$ cat src/sv/pts_pkg.sv
`default_nettype none
package pts_pkg;

    localparam int CNT_W   = 4;
    localparam int WORD_W  = 32;
    localparam int VAL_W   = 33;
    localparam int ACC_W   = 40;
    localparam int OUT_W   = 16;
    localparam int Q_FRAC  = 24;
    localparam int MAG_W   = Q_FRAC + 1;
    localparam int SCALE_W = 15;
    localparam int CFG_IDX_W  = 2;
    localparam int CFG_DATA_W = 4;

    localparam logic [SCALE_W-1:0] SCALE_FULL = 15'd32767;
    localparam logic [MAG_W-1:0]   ONE_Q24    = 25'h100_0000;

    typedef enum logic [CFG_IDX_W-1:0] {
        CFG_CHANNEL_COUNT = 2'd0,
        CFG_SAMPLE_WIDTH  = 2'd1,
        CFG_FLOAT_SAMPLES = 2'd2
    } t_cfg_index;

    typedef struct packed {
        logic [WORD_W-1:0] sample_word;
        logic              packet_last;
    } t_in_item;

    typedef struct packed {
        logic signed [OUT_W-1:0] left_sample;
        logic signed [OUT_W-1:0] right_sample;
    } t_out_item;

    // One finished frame handed from front to back.
    typedef struct packed {
        logic                    stereo;
        logic                    flt;
        logic [CNT_W-1:0]        ch;
        logic signed [ACC_W-1:0] a;
        logic signed [VAL_W-1:0] b;
    } t_job;

    typedef enum logic [2:0] {
        B_IDLE,
        B_DIV,
        B_MUL_L,
        B_MUL_R,
        B_OUT
    } t_bstate;

    // IEEE single to Q.24, magnitude truncated and saturated at 2^31, NaN is zero.
    function automatic logic signed [VAL_W-1:0] float_to_q24(input logic [WORD_W-1:0] w);
        logic [7:0]  e;
        logic [22:0] f;
        logic [30:0] t;
        logic [4:0]  sh;
        logic [31:0] mag;
        e   = w[30:23];
        f   = w[22:0];
        t   = {1'b1, f, 7'b0};
        sh  = 5'(8'd133 - e);
        mag = '0;
        if (e == 8'hFF) begin
            mag = (f != '0) ? 32'h0 : 32'h8000_0000;
        end else if (e == 8'h00) begin
            mag = '0;
        end else if (e >= 8'd134) begin
            mag = 32'h8000_0000;
        end else if (e >= 8'd103) begin
            mag = {1'b0, t >> sh};
        end else begin
            mag = '0;
        end
        return w[31] ? -$signed({1'b0, mag}) : $signed({1'b0, mag});
    endfunction

    // Clamp a Q.24 value to [-1,1] and return its magnitude.
    function automatic logic [MAG_W-1:0] clamp_mag(input logic signed [ACC_W-1:0] x);
        logic [ACC_W-1:0] m;
        m = x[ACC_W-1] ? ACC_W'(-x) : ACC_W'(x);
        return (m > ACC_W'(ONE_Q24)) ? ONE_Q24 : m[MAG_W-1:0];
    endfunction

endpackage
`default_nettype wire

$ cat src/sv/pcm_to_stereo16_downmix_top.sv
`default_nettype none
// Channel  Direction  Handshake               Beat
// in       sink       i_in_valid/o_in_ready   t_in_item: sample_word, packet_last
// out      source     o_out_valid/i_out_ready t_out_item: left_sample, right_sample
// cfg      sink       i_cfg_valid/o_cfg_ready register index, write data
//
// The front takes one input beat per cycle while the two-entry frame queue has room.
// The back takes one frame at a time: a stereo or one-channel frame goes through B_MUL_L,
// B_MUL_R and B_OUT, and an averaged frame first runs the bit-serial divider (one quotient
// bit per cycle over 40 bits).
// Reset is synchronous, active low; config returns to 2 channels, 16-bit PCM.
// Either side may stall independently; the output register holds a result until taken.
module pcm_to_stereo16_downmix_top #(
    parameter int MAX_CHANNELS = 8
) (
    input  wire logic                                i_clk,
    input  wire logic                                i_rst_n,
    input  wire logic                                i_in_valid,
    output logic                                     o_in_ready,
    input  wire pts_pkg::t_in_item                   i_in_data,
    output logic                                     o_out_valid,
    input  wire logic                                i_out_ready,
    output pts_pkg::t_out_item                       o_out_data,
    input  wire logic                                i_cfg_valid,
    output logic                                     o_cfg_ready,
    input  wire logic [pts_pkg::CFG_IDX_W-1:0]       i_cfg_index,
    input  wire logic [pts_pkg::CFG_DATA_W-1:0]      i_cfg_data
);

    logic          push;
    pts_pkg::t_job push_job;
    logic          q_full;
    logic          q_valid;
    pts_pkg::t_job q_job;
    logic          pop;

    // config writes must land only while idle; the block does not enforce this: always take them
    assign o_cfg_ready = 1'b1;

    // front: convert each sample, advance the channel position, push whole frames
    pts_front #(
        .MAX_CHANNELS (MAX_CHANNELS)
    ) u_front (
        .i_clk       (i_clk),
        .i_rst_n     (i_rst_n),
        .i_in_valid  (i_in_valid),
        .o_in_ready  (o_in_ready),
        .i_in_data   (i_in_data),
        .i_cfg_valid (i_cfg_valid),
        .i_cfg_index (i_cfg_index),
        .i_cfg_data  (i_cfg_data),
        .o_push      (push),
        .o_job       (push_job),
        .i_q_full    (q_full)
    );

    // queue: decouple the sample side from the divide and scale side
    pts_queue u_queue (
        .i_clk   (i_clk),
        .i_rst_n (i_rst_n),
        .i_push  (push),
        .i_job   (push_job),
        .o_full  (q_full),
        .o_valid (q_valid),
        .o_job   (q_job),
        .i_pop   (pop)
    );

    // back: average, clamp and scale float samples, then hold the stereo pair for the sink
    pts_back u_back (
        .i_clk       (i_clk),
        .i_rst_n     (i_rst_n),
        .i_q_valid   (q_valid),
        .i_job       (q_job),
        .o_pop       (pop),
        .o_out_valid (o_out_valid),
        .i_out_ready (i_out_ready),
        .o_out_data  (o_out_data)
    );

endmodule
`default_nettype wire

$ cat src/sv/pts_front.sv
`default_nettype none
module pts_front #(
    parameter int MAX_CHANNELS = 8
) (
    input  wire logic                                i_clk,
    input  wire logic                                i_rst_n,
    input  wire logic                                i_in_valid,
    output logic                                     o_in_ready,
    input  wire pts_pkg::t_in_item                   i_in_data,
    input  wire logic                                i_cfg_valid,
    input  wire logic [pts_pkg::CFG_IDX_W-1:0]       i_cfg_index,
    input  wire logic [pts_pkg::CFG_DATA_W-1:0]      i_cfg_data,
    output logic                                     o_push,
    output pts_pkg::t_job                            o_job,
    input  wire logic                                i_q_full
);

    localparam int PW = $clog2(MAX_CHANNELS + 1);
    localparam logic [pts_pkg::CNT_W:0] MAXC = (pts_pkg::CNT_W + 1)'(MAX_CHANNELS);

    logic [pts_pkg::CNT_W-1:0]        r_channel_count;
    logic                             r_sample_width;
    logic                             r_float_samples;
    logic [PW-1:0]                    r_pos, n_pos;
    logic signed [pts_pkg::ACC_W-1:0] r_acc, n_acc;
    logic signed [pts_pkg::VAL_W-1:0] r_held_left, n_held_left;

    logic                             accept;
    logic                             is_float;
    logic [pts_pkg::CNT_W-1:0]        ch_eff;
    logic signed [pts_pkg::VAL_W-1:0] v;
    logic signed [pts_pkg::ACC_W-1:0] sum;
    logic [pts_pkg::CNT_W:0]          pos_inc;
    logic [pts_pkg::WORD_W-1:0]       w;

    assign o_in_ready = !i_q_full;
    assign accept     = i_in_valid && !i_q_full;
    assign is_float   = r_sample_width && r_float_samples;
    assign w          = i_in_data.sample_word;

    always_comb begin
        if (r_channel_count == '0) begin
            ch_eff = pts_pkg::CNT_W'(1);
        end else if ({1'b0, r_channel_count} > MAXC) begin
            ch_eff = MAXC[pts_pkg::CNT_W-1:0];
        end else begin
            ch_eff = r_channel_count;
        end
    end

    always_comb begin
        if (!r_sample_width) begin
            v = {{17{w[15]}}, w[15:0]};
        end else if (is_float) begin
            v = pts_pkg::float_to_q24(w);
        end else begin
            v = {{17{w[31]}}, w[31:16]};
        end
    end

    assign sum     = r_acc + {{(pts_pkg::ACC_W - pts_pkg::VAL_W){v[pts_pkg::VAL_W-1]}}, v};
    assign pos_inc = (pts_pkg::CNT_W + 1)'(r_pos) + (pts_pkg::CNT_W + 1)'(1);

    always_comb begin
        n_pos       = r_pos;
        n_acc       = r_acc;
        n_held_left = r_held_left;
        o_push      = 1'b0;
        o_job.stereo = 1'b0;
        o_job.flt    = is_float;
        o_job.ch     = ch_eff;
        o_job.a      = sum;
        o_job.b      = v;
        if (accept) begin
            if (ch_eff == pts_pkg::CNT_W'(2)) begin
                o_job.stereo = 1'b1;
                o_job.a = {{(pts_pkg::ACC_W - pts_pkg::VAL_W){r_held_left[pts_pkg::VAL_W-1]}},
                           r_held_left};
                if (r_pos == '0) begin
                    n_held_left = v;
                    n_pos       = PW'(1);
                end else begin
                    o_push = 1'b1;
                    n_pos  = '0;
                end
            end else if (pos_inc >= {1'b0, ch_eff}) begin
                o_push = 1'b1;
                n_pos  = '0;
                n_acc  = '0;
            end else begin
                n_acc = sum;
                n_pos = PW'(pos_inc);
            end
            // packet end: drop any partial frame
            if (i_in_data.packet_last) begin
                n_pos = '0;
                n_acc = '0;
            end
        end
        if (i_cfg_valid) begin
            case (i_cfg_index)
                pts_pkg::CFG_CHANNEL_COUNT,
                pts_pkg::CFG_SAMPLE_WIDTH,
                pts_pkg::CFG_FLOAT_SAMPLES: begin
                    n_pos = '0;
                    n_acc = '0;
                end
                default: ;
            endcase
        end
    end

    always_ff @(posedge i_clk) begin
        if (!i_rst_n) begin
            r_channel_count <= pts_pkg::CNT_W'(2);
            r_sample_width  <= 1'b0;
            r_float_samples <= 1'b0;
            r_pos           <= '0;
            r_acc           <= '0;
        end else begin
            r_pos <= n_pos;
            r_acc <= n_acc;
            if (i_cfg_valid) begin
                case (i_cfg_index)
                    pts_pkg::CFG_CHANNEL_COUNT: r_channel_count <= i_cfg_data;
                    pts_pkg::CFG_SAMPLE_WIDTH:  r_sample_width  <= i_cfg_data[0];
                    pts_pkg::CFG_FLOAT_SAMPLES: r_float_samples <= i_cfg_data[0];
                    default: ;
                endcase
            end
        end
    end

    always_ff @(posedge i_clk) begin
        r_held_left <= n_held_left;
    end

endmodule
`default_nettype wire

$ cat src/sv/pts_queue.sv
`default_nettype none
module pts_queue (
    input  wire logic          i_clk,
    input  wire logic          i_rst_n,
    input  wire logic          i_push,
    input  wire pts_pkg::t_job i_job,
    output logic               o_full,
    output logic               o_valid,
    output pts_pkg::t_job      o_job,
    input  wire logic          i_pop
);

    pts_pkg::t_job r_slot [2];
    logic          r_wp;
    logic          r_rp;
    logic [1:0]    r_cnt;
    logic          do_push;
    logic          do_pop;

    assign o_full  = (r_cnt == 2'd2);
    assign o_valid = (r_cnt != 2'd0);
    assign o_job   = r_slot[r_rp];
    assign do_push = i_push && !o_full;
    assign do_pop  = i_pop && o_valid;

    always_ff @(posedge i_clk) begin
        if (!i_rst_n) begin
            r_wp  <= 1'b0;
            r_rp  <= 1'b0;
            r_cnt <= 2'd0;
        end else begin
            if (do_push) begin
                r_wp <= !r_wp;
            end
            if (do_pop) begin
                r_rp <= !r_rp;
            end
            r_cnt <= r_cnt + 2'(do_push) - 2'(do_pop);
        end
    end

    always_ff @(posedge i_clk) begin
        if (do_push) begin
            r_slot[r_wp] <= i_job;
        end
    end

endmodule
`default_nettype wire

$ cat src/sv/pts_back.sv
`default_nettype none
module pts_back (
    input  wire logic          i_clk,
    input  wire logic          i_rst_n,
    input  wire logic          i_q_valid,
    input  wire pts_pkg::t_job i_job,
    output logic               o_pop,
    output logic               o_out_valid,
    input  wire logic          i_out_ready,
    output pts_pkg::t_out_item o_out_data
);

    localparam int ACC_W = pts_pkg::ACC_W;
    localparam int CW    = $clog2(ACC_W);
    localparam int PRD_W = pts_pkg::MAG_W + pts_pkg::SCALE_W;

    pts_pkg::t_bstate r_state, n_state;

    logic                          r_stereo;
    logic                          r_flt;
    logic [pts_pkg::CNT_W-1:0]     r_ch;
    logic signed [ACC_W-1:0]       r_a;
    logic signed [pts_pkg::VAL_W-1:0] r_b;
    logic                          r_neg;
    logic [ACC_W-1:0]              r_dvd;
    logic [pts_pkg::CNT_W-1:0]     r_rem;
    logic [CW-1:0]                 r_cnt;
    logic [pts_pkg::SCALE_W-1:0]   r_sc_l, r_sc_r;
    logic                          r_neg_l, r_neg_r;
    logic                          r_o_valid;
    pts_pkg::t_out_item            r_o_data;

    logic                          load;
    logic [pts_pkg::CNT_W:0]       rem_sh;
    logic                          qbit;
    logic [ACC_W-1:0]              q_next;
    logic signed [ACC_W-1:0]       mul_in;
    logic [pts_pkg::MAG_W-1:0]     mag;
    logic [PRD_W-1:0]              prod;
    logic signed [pts_pkg::OUT_W-1:0] left_v, right_v, sc_l_s, sc_r_s;

    assign load = (r_state == pts_pkg::B_OUT) && (!r_o_valid || i_out_ready);

    // next state and queue pop
    always_comb begin
        n_state = r_state;
        o_pop   = 1'b0;
        case (r_state)
            pts_pkg::B_IDLE: begin
                if (i_q_valid) begin
                    o_pop = 1'b1;
                    if (!i_job.stereo && (i_job.ch != pts_pkg::CNT_W'(1))) begin
                        n_state = pts_pkg::B_DIV;
                    end else begin
                        n_state = pts_pkg::B_MUL_L;
                    end
                end
            end
            pts_pkg::B_DIV: begin
                if (r_cnt == '0) begin
                    n_state = pts_pkg::B_MUL_L;
                end
            end
            pts_pkg::B_MUL_L: n_state = pts_pkg::B_MUL_R;
            pts_pkg::B_MUL_R: n_state = pts_pkg::B_OUT;
            pts_pkg::B_OUT: begin
                if (load) begin
                    n_state = pts_pkg::B_IDLE;
                end
            end
            default: n_state = pts_pkg::B_IDLE;
        endcase
    end

    always_ff @(posedge i_clk) begin
        if (!i_rst_n) begin
            r_state <= pts_pkg::B_IDLE;
        end else begin
            r_state <= n_state;
        end
    end

    // restoring divide step, one quotient bit per cycle
    assign rem_sh = {r_rem, r_dvd[ACC_W-1]};
    assign qbit   = (rem_sh >= {1'b0, r_ch});
    assign q_next = {r_dvd[ACC_W-2:0], qbit};

    assign mul_in = (r_state == pts_pkg::B_MUL_R) ?
                    {{(ACC_W - pts_pkg::VAL_W){r_b[pts_pkg::VAL_W-1]}}, r_b} : r_a;
    assign mag    = pts_pkg::clamp_mag(mul_in);
    assign prod   = PRD_W'(mag) * PRD_W'(pts_pkg::SCALE_FULL);

    always_ff @(posedge i_clk) begin
        case (r_state)
            pts_pkg::B_IDLE: begin
                r_stereo <= i_job.stereo;
                r_flt    <= i_job.flt;
                r_ch     <= i_job.ch;
                r_a      <= i_job.a;
                r_b      <= i_job.b;
                r_neg    <= i_job.a[ACC_W-1];
                r_dvd    <= i_job.a[ACC_W-1] ? ACC_W'(-i_job.a) : ACC_W'(i_job.a);
                r_rem    <= '0;
                r_cnt    <= CW'(ACC_W - 1);
            end
            pts_pkg::B_DIV: begin
                r_dvd <= q_next;
                r_rem <= qbit ? pts_pkg::CNT_W'(rem_sh - {1'b0, r_ch})
                              : rem_sh[pts_pkg::CNT_W-1:0];
                r_cnt <= r_cnt - CW'(1);
                if (r_cnt == '0) begin
                    r_a <= r_neg ? -$signed(q_next) : $signed(q_next);
                end
            end
            pts_pkg::B_MUL_L: begin
                r_sc_l  <= prod[pts_pkg::Q_FRAC +: pts_pkg::SCALE_W];
                r_neg_l <= mul_in[ACC_W-1];
            end
            pts_pkg::B_MUL_R: begin
                r_sc_r  <= prod[pts_pkg::Q_FRAC +: pts_pkg::SCALE_W];
                r_neg_r <= mul_in[ACC_W-1];
            end
            default: ;
        endcase
    end

    assign sc_l_s = r_neg_l ? -$signed({1'b0, r_sc_l}) : $signed({1'b0, r_sc_l});
    assign sc_r_s = r_neg_r ? -$signed({1'b0, r_sc_r}) : $signed({1'b0, r_sc_r});

    always_comb begin
        left_v  = r_flt ? sc_l_s : r_a[pts_pkg::OUT_W-1:0];
        right_v = left_v;
        if (r_stereo) begin
            right_v = r_flt ? sc_r_s : r_b[pts_pkg::OUT_W-1:0];
        end
    end

    // output register: hold the result until the sink takes it
    always_ff @(posedge i_clk) begin
        if (!i_rst_n) begin
            r_o_valid <= 1'b0;
        end else if (load) begin
            r_o_valid <= 1'b1;
        end else if (i_out_ready) begin
            r_o_valid <= 1'b0;
        end
    end

    always_ff @(posedge i_clk) begin
        if (load) begin
            r_o_data.left_sample  <= left_v;
            r_o_data.right_sample <= right_v;
        end
    end

    assign o_out_valid = r_o_valid;
    assign o_out_data  = r_o_data;

endmodule
`default_nettype wire

$ cat config.mk
export PLATFORM = sky130hd
export DESIGN_NAME = pcm_to_stereo16_downmix_top
export DESIGN_NICKNAME = d
export VERILOG_FILES = /design/src/sv/pts_pkg.sv /design/src/sv/pcm_to_stereo16_downmix_top.sv /design/src/sv/pts_front.sv /design/src/sv/pts_queue.sv /design/src/sv/pts_back.sv
export SDC_FILE = /design/constraint.sdc
export NUM_CORES = 1
export LEC_CHECK = 0
export ABC_AREA = 0
export BUFFER_PORTS_ARGS = -buffer_cell sky130_fd_sc_hd__buf_2
export CAP_MARGIN = 20
export CELL_PAD_IN_SITES_DETAIL_PLACEMENT = 0
export CELL_PAD_IN_SITES_GLOBAL_PLACEMENT = 2
export CORE_UTILIZATION = 35
export CTS_BUF_LIST = sky130_fd_sc_hd__clkbuf_8
export DETAILED_ROUTE_END_ITERATION = 6
export HOLD_SLACK_MARGIN = 0.06
export PLACE_DENSITY_LB_ADDON = 0.1
export SYNTH_ARGS = -nofsm -noshare
export SYNTH_HDL_FRONTEND = slang
export SYNTH_SLANG_ARGS = --single-unit
$ cat constraint.sdc
create_clock -name i_clk -period 11.5 [get_ports i_clk]
set_clock_uncertainty 0.2 [all_clocks]
set_input_delay 2.3 -clock i_clk [delete_from_list [all_inputs] [get_ports i_clk]]
set_output_delay 2.3 -clock i_clk [all_outputs]
set_load 0.01 [all_outputs]
==> flow_metrics.tcl, run 1 <==
set metrics [dict create \
    areaGrowthSynthToFinish_pct 11.1 \
    reg2reg_from "u_back.r_state[2]$_SDFFE_PN0P_" \
    fin_crit_sh_pct 94.7 \
    die_h_um 311 \
    slowest_stage "or4_1" \
    slew_violations 0 \
    cap_viol_max_count 0 \
    cts_buffers 81 \
    dpl_cell_area_um2 35400 \
    ant_nets 0 \
    clock_sinks 444 \
    crit_top_cell "fa_1" \
    post_drt_wl_per_cell_um 23.1 \
    pwr-share-clk_pct 21.5 \
    netlist_instances 3261 \
    hold_viol 0 \
    syn_avg_cell_area_um2 10.2 \
    hold_path_startpoint "u_front.r_acc[36]$_SDFF_PN0_" \
    port_buffers 77 \
    dr.pass1.iters 7 \
    synthAdderAreaFrac_pct 16.5 \
    synth_area_leaders "edfxtp_1 35%, fa_1 11%, ha_1 5.5%, nand2_1 3.8%, dfxtp_1 3.5%" \
    switchingPower_mw 2.90 \
    synth-xor-area-share_pct 5.64 \
    critical_path_class "flip-flop to flip-flop" \
    drc 0 \
    intPower_mw 4.00 \
    num_rows 112 \
    comb_power_share_pct 39.3 \
    finalPower_mw 6.89 \
    synth_compound_area_share_pct 12.7 \
    power_density_nw_per_um2 186 \
    setup_viol 0 \
    grt_pass1_wl_um 163000 \
    cp_max_fo 18 \
    final_common_cell "edfxtp_1" \
    die_area_um2 96600 \
    swShare_pct 42.0 \
    cts_tree "built" \
    hold_path_depth 2 \
    final_cell_mix "385 x edfxtp_1, 333 x nand2_1, 316 x inv_1, 252 x nor2_1, 184 x fa_1" \
    die_w_um 311 \
    path_buf_inv 7 \
    worst_pin_slew_ps 1070 \
    cts_root_buffer "clkbuf_8" \
    status "finished, final reports clean" \
    yosys_warnings 0 \
    antenna_found_initial 1 \
    grt_pass1_vias 25200 \
    synthArstFlopShare_pct 0 \
    min_path_type "flip-flop to flip-flop" \
    gp_congestion 0.905 \
    syn_area_um2 33400 \
    critPathTopFamily "adder cells" \
    netlist-cell-type-count 103 \
    ys_seq_area_share_pct 38.2 \
    via_per_inst 5.35 \
    start_kind "flip-flop" \
    clk_path_buf_depth 3 \
    synth_nets 3635 \
    track_usage_pct 22.2 \
    htreeDepth 3 \
    fin_crit_ps 10890 \
    tns_ps 0 \
    clock_latency_ps 700 \
    synthSimpleGateAreaFrac_pct 14.0 \
    start_util_pct 35.5 \
    coreArea_um2 93900 \
    cpPeakStageDelay_ps 720 \
    leakage_nw 14.7 \
    max_slew_margin_pct 28.2 \
    required_ps 11730 \
    synth_top_family_by_area "adder cells" \
    post_synth_mux_area_share_pct 7.66 \
    drive_gt1_share_pct 12.6 \
    r2r_cells 34 \
    final_area_um2 37100 \
    layout.nets 3726 \
    grt_max_degree 107 \
    totalWireLength_um 108000 \
    clk_pin_slew_worst_paths_ps 60 \
    drt-initial-drc-count 1849 \
    pwr-share-seq_pct 39.2 \
    synth_seq_cells 444 \
    num_vias 25000 \
    synth_top_area_share_pct 34.7 \
    synth_edf_count 385 \
    arrival_ps 11120 \
    whs_endpoint "u_front.r_acc[36]$_SDFF_PN0_" \
    postCtsSetupBuffers 0 \
    r2r_slack_ps 610 \
    worstSetupEndpointType "flip-flop" \
    vdd_drop_max_mv 0.0853 \
    boundaryPins 79 \
    timing.rr.end "u_back.r_sc_l[11]$_DFFE_PP_" \
    ys.flop_type "edfxtp_1" \
    max_freq_mhz 91.8 \
    synth_top_area_cell "edfxtp_1" \
    hpwlAfterDp_um 84200 \
    grt_overflow 0 \
]
==> worst reg2reg max path, delay by kind of cell (launching register included) <==
family / cells / cell delay (ps)
compound gates: 10 / 2930
xor+xnor: 1 / 100
fa+ha+maj: 7 / 3190
buf+inv: 7 / 1010
flops: 1 / 310
mux: 2 / 790
simple gates: 7 / 2110
==> final cells by class <==
| class | count | area [µm²] |
|---|---|---|
| Antenna cell | 2 | 5.00 |
| Clock buffer | 83 | 1140 |
| Clock inverter | 68 | 429 |
| Fill cell | 9294 | 56800 |
| Inverter | 297 | 1120 |
| Multi-Input combinational cell | 2373 | 19100 |
| Sequential cell | 444 | 12700 |
| Tap cell | 1254 | 1570 |
| Timing Repair Buffer | 155 | 996 |
==> power by group through the flow <==
stage	clock network, mW	registers [mW]	logic (mW)
2_1_floorplan	0	2.50	1.84
3_3_place_gp	0	2.72	2.69
3_5_place_dp	0	2.72	2.68
4_1_cts	1.53	2.69	2.70
5_1_grt	1.60	2.74	2.97
6_report	1.48	2.70	2.71
==> synth_stat cells (12+ instances only) <==
library cell  number
edfxtp_1         385
nand2_1          334
inv_1            293
nor2_1           254
fa_1             184
a21oi_1          174
ha_1             146
o21ai_0          141
xnor2_1          119
xor2_1            93
mux2i_1           92
clkbuf_1          90
mux2_2            68
nor3_1            63
dfxtp_1           59
nand3_1           59
nand4_1           45
a21o_1            40
o31ai_1           38
a22oi_1           37
mux4_2            33
nor4_1            31
a31oi_1           28
a211oi_1          27
buf_2             27
nor2b_1           24
and2_1            23
nand2b_1          23
o211ai_1          22
or3_1             22
and3_1            20
buf_1             20
and4_1            16
o21a_1            13
or2_2             12
or4_1             12
==> per-layer routing <==
layer	routed length, µm	part of all wire (%)	GRT usage, %	vias up
met4	2090	1.9	4.69	0
met1	51300	48	31.4	12400
li1	-	-	-	11900
met3	4140	3.8	2.67	139
met5	0	0	0	-
met2	50400	47	36.3	595
==> sequential cells by signal (all words and copies together), names as in the netlist, 2 cells and up, named ones only <==
register                 cells
u_back.r_b                  33
u_back.r_rem                 4
u_queue.r_cnt                2
u_back.r_sc_l               15
u_back.r_state               3
u_front.r_channel_count      4
u_back.o_out_data           32
u_front.r_held_left         33
u_back.r_cnt                 6
u_back.r_ch                  4
u_back.r_a                  40
u_back.r_dvd                40
u_back.r_sc_r               15
u_front.r_pos                4
u_queue.r_slot             158
u_front.r_acc               40
==> repair_timing <==
item / in CTS / in global routing
endpoints found under the setup margin: 2 / 16
gates resized for setup: 1 / 16
hold buffers: 0 / 0
==> per-stage QoR <==
| step | hold slack, ps | util (%) | setup WS (ps) | cells |
|---|---|---|---|---|
| after floorplan | 236 | - | 566 | 3261 |
| after global placement | 249 | 37.7 | 81.1 | 4523 |
| after detailed placement | 248 | 37.7 | -67.8 | 4523 |
| after CTS | 256 | 39.4 | 102 | 4674 |
| after global routing | 281 | 39.5 | -20.6 | 4675 |
| final | 257 | 39.5 | 611 | 4676 |
==> cell families after synthesis <==
group	Yosys count
AOI/OAI and AO/OA	649
xor gates and xnor gates	213
adders and majority gates	330
buffers and inverters	444
DFF	444
muxes	203
other	1
and+or+nand+nor	977
==> worst max path at each step <==
stage / startpoint / to / slack, ps / depth (start not counted)
floorplan: u_back.r_state[2]$_SDFFE_PN0P_ / u_back.r_sc_l[13]$_DFFE_PP_ / 570 / 38
global placement: u_back.r_state[2]$_SDFFE_PN0P_ / u_back.r_sc_l[13]$_DFFE_PP_ / 80 / 33
detailed placement: u_back.r_state[2]$_SDFFE_PN0P_ / u_back.r_sc_l[13]$_DFFE_PP_ / -70 / 33
CTS: u_back.r_state[2]$_SDFFE_PN0P_ / u_back.r_sc_r[13]$_DFFE_PP_ / 100 / 34
global route: u_back.r_state[2]$_SDFFE_PN0P_ / u_back.r_sc_l[11]$_DFFE_PP_ / -20 / 37
finish: u_back.r_state[2]$_SDFFE_PN0P_ / u_back.r_sc_l[11]$_DFFE_PP_ / 610 / 34
Power figures use the tool's default switching activity.
==> inputs of run 2 (changes only) <==
--- a/config.mk
+++ b/config.mk
@@ -14,7 +14,7 @@
 export CTS_BUF_LIST = sky130_fd_sc_hd__clkbuf_8
 export DETAILED_ROUTE_END_ITERATION = 6
 export HOLD_SLACK_MARGIN = 0.06
-export PLACE_DENSITY_LB_ADDON = 0.1
+export PLACE_DENSITY = 0.67
 export SYNTH_ARGS = -nofsm -noshare
 export SYNTH_HDL_FRONTEND = slang
 export SYNTH_SLANG_ARGS = --single-unit
==> constraint.sdc (replaced) <==
create_clock -name i_clk -period 14.08 [get_ports i_clk]
set_clock_uncertainty 0.2 [all_clocks]
set_input_delay 2.816 -clock i_clk [delete_from_list [all_inputs] [get_ports i_clk]]
set_output_delay 2.816 -clock i_clk [all_outputs]
set_load 0.01 [all_outputs]
==> run 2 against run 1 <==
Via count unchanged; setup slack gained 760 ps; combinational power decreased by 21%; largest cell class unchanged; die area did not move; global-route usage down 0.44 points; core utilization down 0.39 points; hold slack worse by 3.5 ps; clock power down 22%; final cell count is 0.68% lower; count of clock-buffer cells in the layout fell by 2.
==> flow_metrics.tcl, run 2 (same netlist as run 1, synthesis figures left out) <==
set metrics [dict create \
    status "finished, final reports clean" \
    clk_pin_slew_worst_paths_ps 60 \
    max_freq_mhz 78.7 \
    startpoint "u_back.r_state[1]$_SDFFE_PN0P_" \
    die_h_um 311 \
    worstSetupEndpointType "flip-flop" \
    regMostFlops "u_queue.r_slot" \
    clock_sinks 444 \
    totalWireLength_um 106000 \
    die_w_um 311 \
    path_buf_inv 4 \
    highest_layer "met4" \
    slew_violations 0 \
    wl_met2_um 48400 \
    crit_top_cell "fa_1" \
    cts_tree "built" \
    rsz0062_at_grt "false" \
    via_per_inst 5.39 \
    stdcell_count 4644 \
    start_util_pct 35.5 \
    whs_ps 253 \
    power_density_nw_per_um2 150 \
    pwr-share-seq_pct 40.0 \
    wl_met1_um 50800 \
    required_ps 14270 \
    critical_path_class "flip-flop to flip-flop" \
    clk_path_buf_depth 3 \
    drive_gt1_share_pct 11.9 \
    dp_cells 4498 \
    comb_power_share_pct 38.9 \
    arrival_ps 12900 \
    cts_resized 0 \
    final_common_cell "edfxtp_1" \
    dr.pass1.iters 5 \
    hold_path_startpoint "u_front.r_acc[36]$_SDFF_PN0_" \
    ant_nets 0 \
    pwr-share-clk_pct 21.1 \
    finalPower_mw 5.49 \
    r2r_cells 32 \
    intPower_mw 3.18 \
    hold_viol 0 \
    reg2reg_from "u_back.r_state[1]$_SDFFE_PN0P_" \
    track_usage_pct 21.7 \
    min_path_type "flip-flop to flip-flop" \
    leakage_nw 14.6 \
    grt_max_degree 107 \
    wl_met3_um 4840 \
    grt_pass1_vias 24700 \
    num_rows 112 \
    drt-initial-drc-count 1870 \
    grt_overflow 0 \
    die_area_um2 96600 \
    critPathTopFamily "adder cells" \
    worst_pin_slew_ps 1140 \
    r2r_slack_ps 1370 \
    tns_ps 0 \
    vdd_drop_max_mv 0.0934 \
    post_drt_wl_per_cell_um 22.9 \
    layout.nets 3701 \
    timing.rr.end "u_back.r_sc_l[13]$_DFFE_PP_" \
    worst-path-stages 32 \
    antenna_found_initial 8 \
    cap_viol_max_count 0 \
    max_slew_margin_pct 23.2 \
    fillers 9338 \
    swShare_pct 42.0 \
    cp_max_fo 35 \
    start_kind "flip-flop" \
    grt_pass1_wl_um 159000 \
    final_cell_mix "385 x edfxtp_1, 333 x nand2_1, 320 x inv_1, 251 x nor2_1, 184 x fa_1" \
    setup_viol 0 \
    cts_root_buffer "clkbuf_8" \
    fin_crit_ps 12710 \
    cpPeakStageDelay_ps 810 \
    hpwlAfterDp_um 81500 \
    postCtsSetupBuffers 0 \
    largest_reg_flops 158 \
    port_buffers 77 \
    cts_buffers 77 \
    boundaryPins 79 \
    clock_latency_ps 680 \
    drc 0 \
    postCtsHoldBufs 0 \
    slowest_stage "a41o_1" \
    gp_congestion 0.894 \
    coreArea_um2 93900 \
    critical_path.endpoint "u_back.r_sc_l[13]$_DFFE_PP_" \
    num_vias 25000 \
    areaGrowthSynthToFinish_pct 10.0 \
    htreeDepth 3 \
    fin_crit_sh_pct 90.3 \
    switchingPower_mw 2.31 \
]
[run 2: layer usage]
metal / global-route usage [%] / vias to the layer above
li1: - / 11800
met2: 34.8 / 655
met3: 2.64 / 133
met1: 31.2 / 12400
met4: 5.22 / 0
met5: 0 / -
[run 2: worst min path at each step]
stage	end	slack, ps	cells past startpoint
detailed placement	u_front.r_acc[36]$_SDFF_PN0_	250	2
global placement	u_front.r_acc[36]$_SDFF_PN0_	250	2
CTS	u_front.r_acc[36]$_SDFF_PN0_	260	2
global route	u_front.r_acc[36]$_SDFF_PN0_	280	2
finish	u_front.r_acc[36]$_SDFF_PN0_	250	2
floorplan	u_front.r_acc[34]$_SDFF_PN0_	240	2
[run 2: cell type report]
| class | count | area [µm²] | share of cell area (%) |
|---|---|---|---|
| clock buffer | 81 | 1110 | 3.04 |
| sequential | 444 | 12700 | 34.7 |
| inverter | 297 | 1110 | 3.04 |
| clock inverter | 60 | 367 | 0.999 |
| antenna | 1 | 2.50 | 0.00682 |
| multi-input combinational | 2373 | 19000 | 51.7 |
| timing repair buffer | 134 | 818 | 2.23 |
| tap | 1254 | 1570 | 4.28 |
[run 2: metrics by stage]
step | area, µm² | util, % | worst slack, ps
2_1_floorplan | 33400 | - | 3150
3_3_place_gp | 35200 | 37.5 | 1640
3_5_place_dp | 35200 | 37.5 | 1410
4_1_cts | 36700 | 39.0 | 1370
5_1_grt | 36700 | 39.1 | 567
6_report | 36700 | 39.1 | 1370
[run 2: tightest hold or removal path, delay by kind of cell (launching register included)]
| family | cells | cell delay, ps |
|---|---|---|
| and+or+nand+nor | 1 | 50 |
| DFF | 1 | 310 |
| AOI/OAI and AO/OA | 1 | 50 |
[run 2: power by group through the flow]
stage / clock network, mW / registers [mW] / logic (mW)
2_1_floorplan: 0 / 2.04 / 1.51
3_3_place_gp: 0 / 2.22 / 2.14
3_5_place_dp: 0 / 2.22 / 2.13
4_1_cts: 1.20 / 2.20 / 2.14
5_1_grt: 1.25 / 2.23 / 2.34
6_report: 1.16 / 2.20 / 2.14
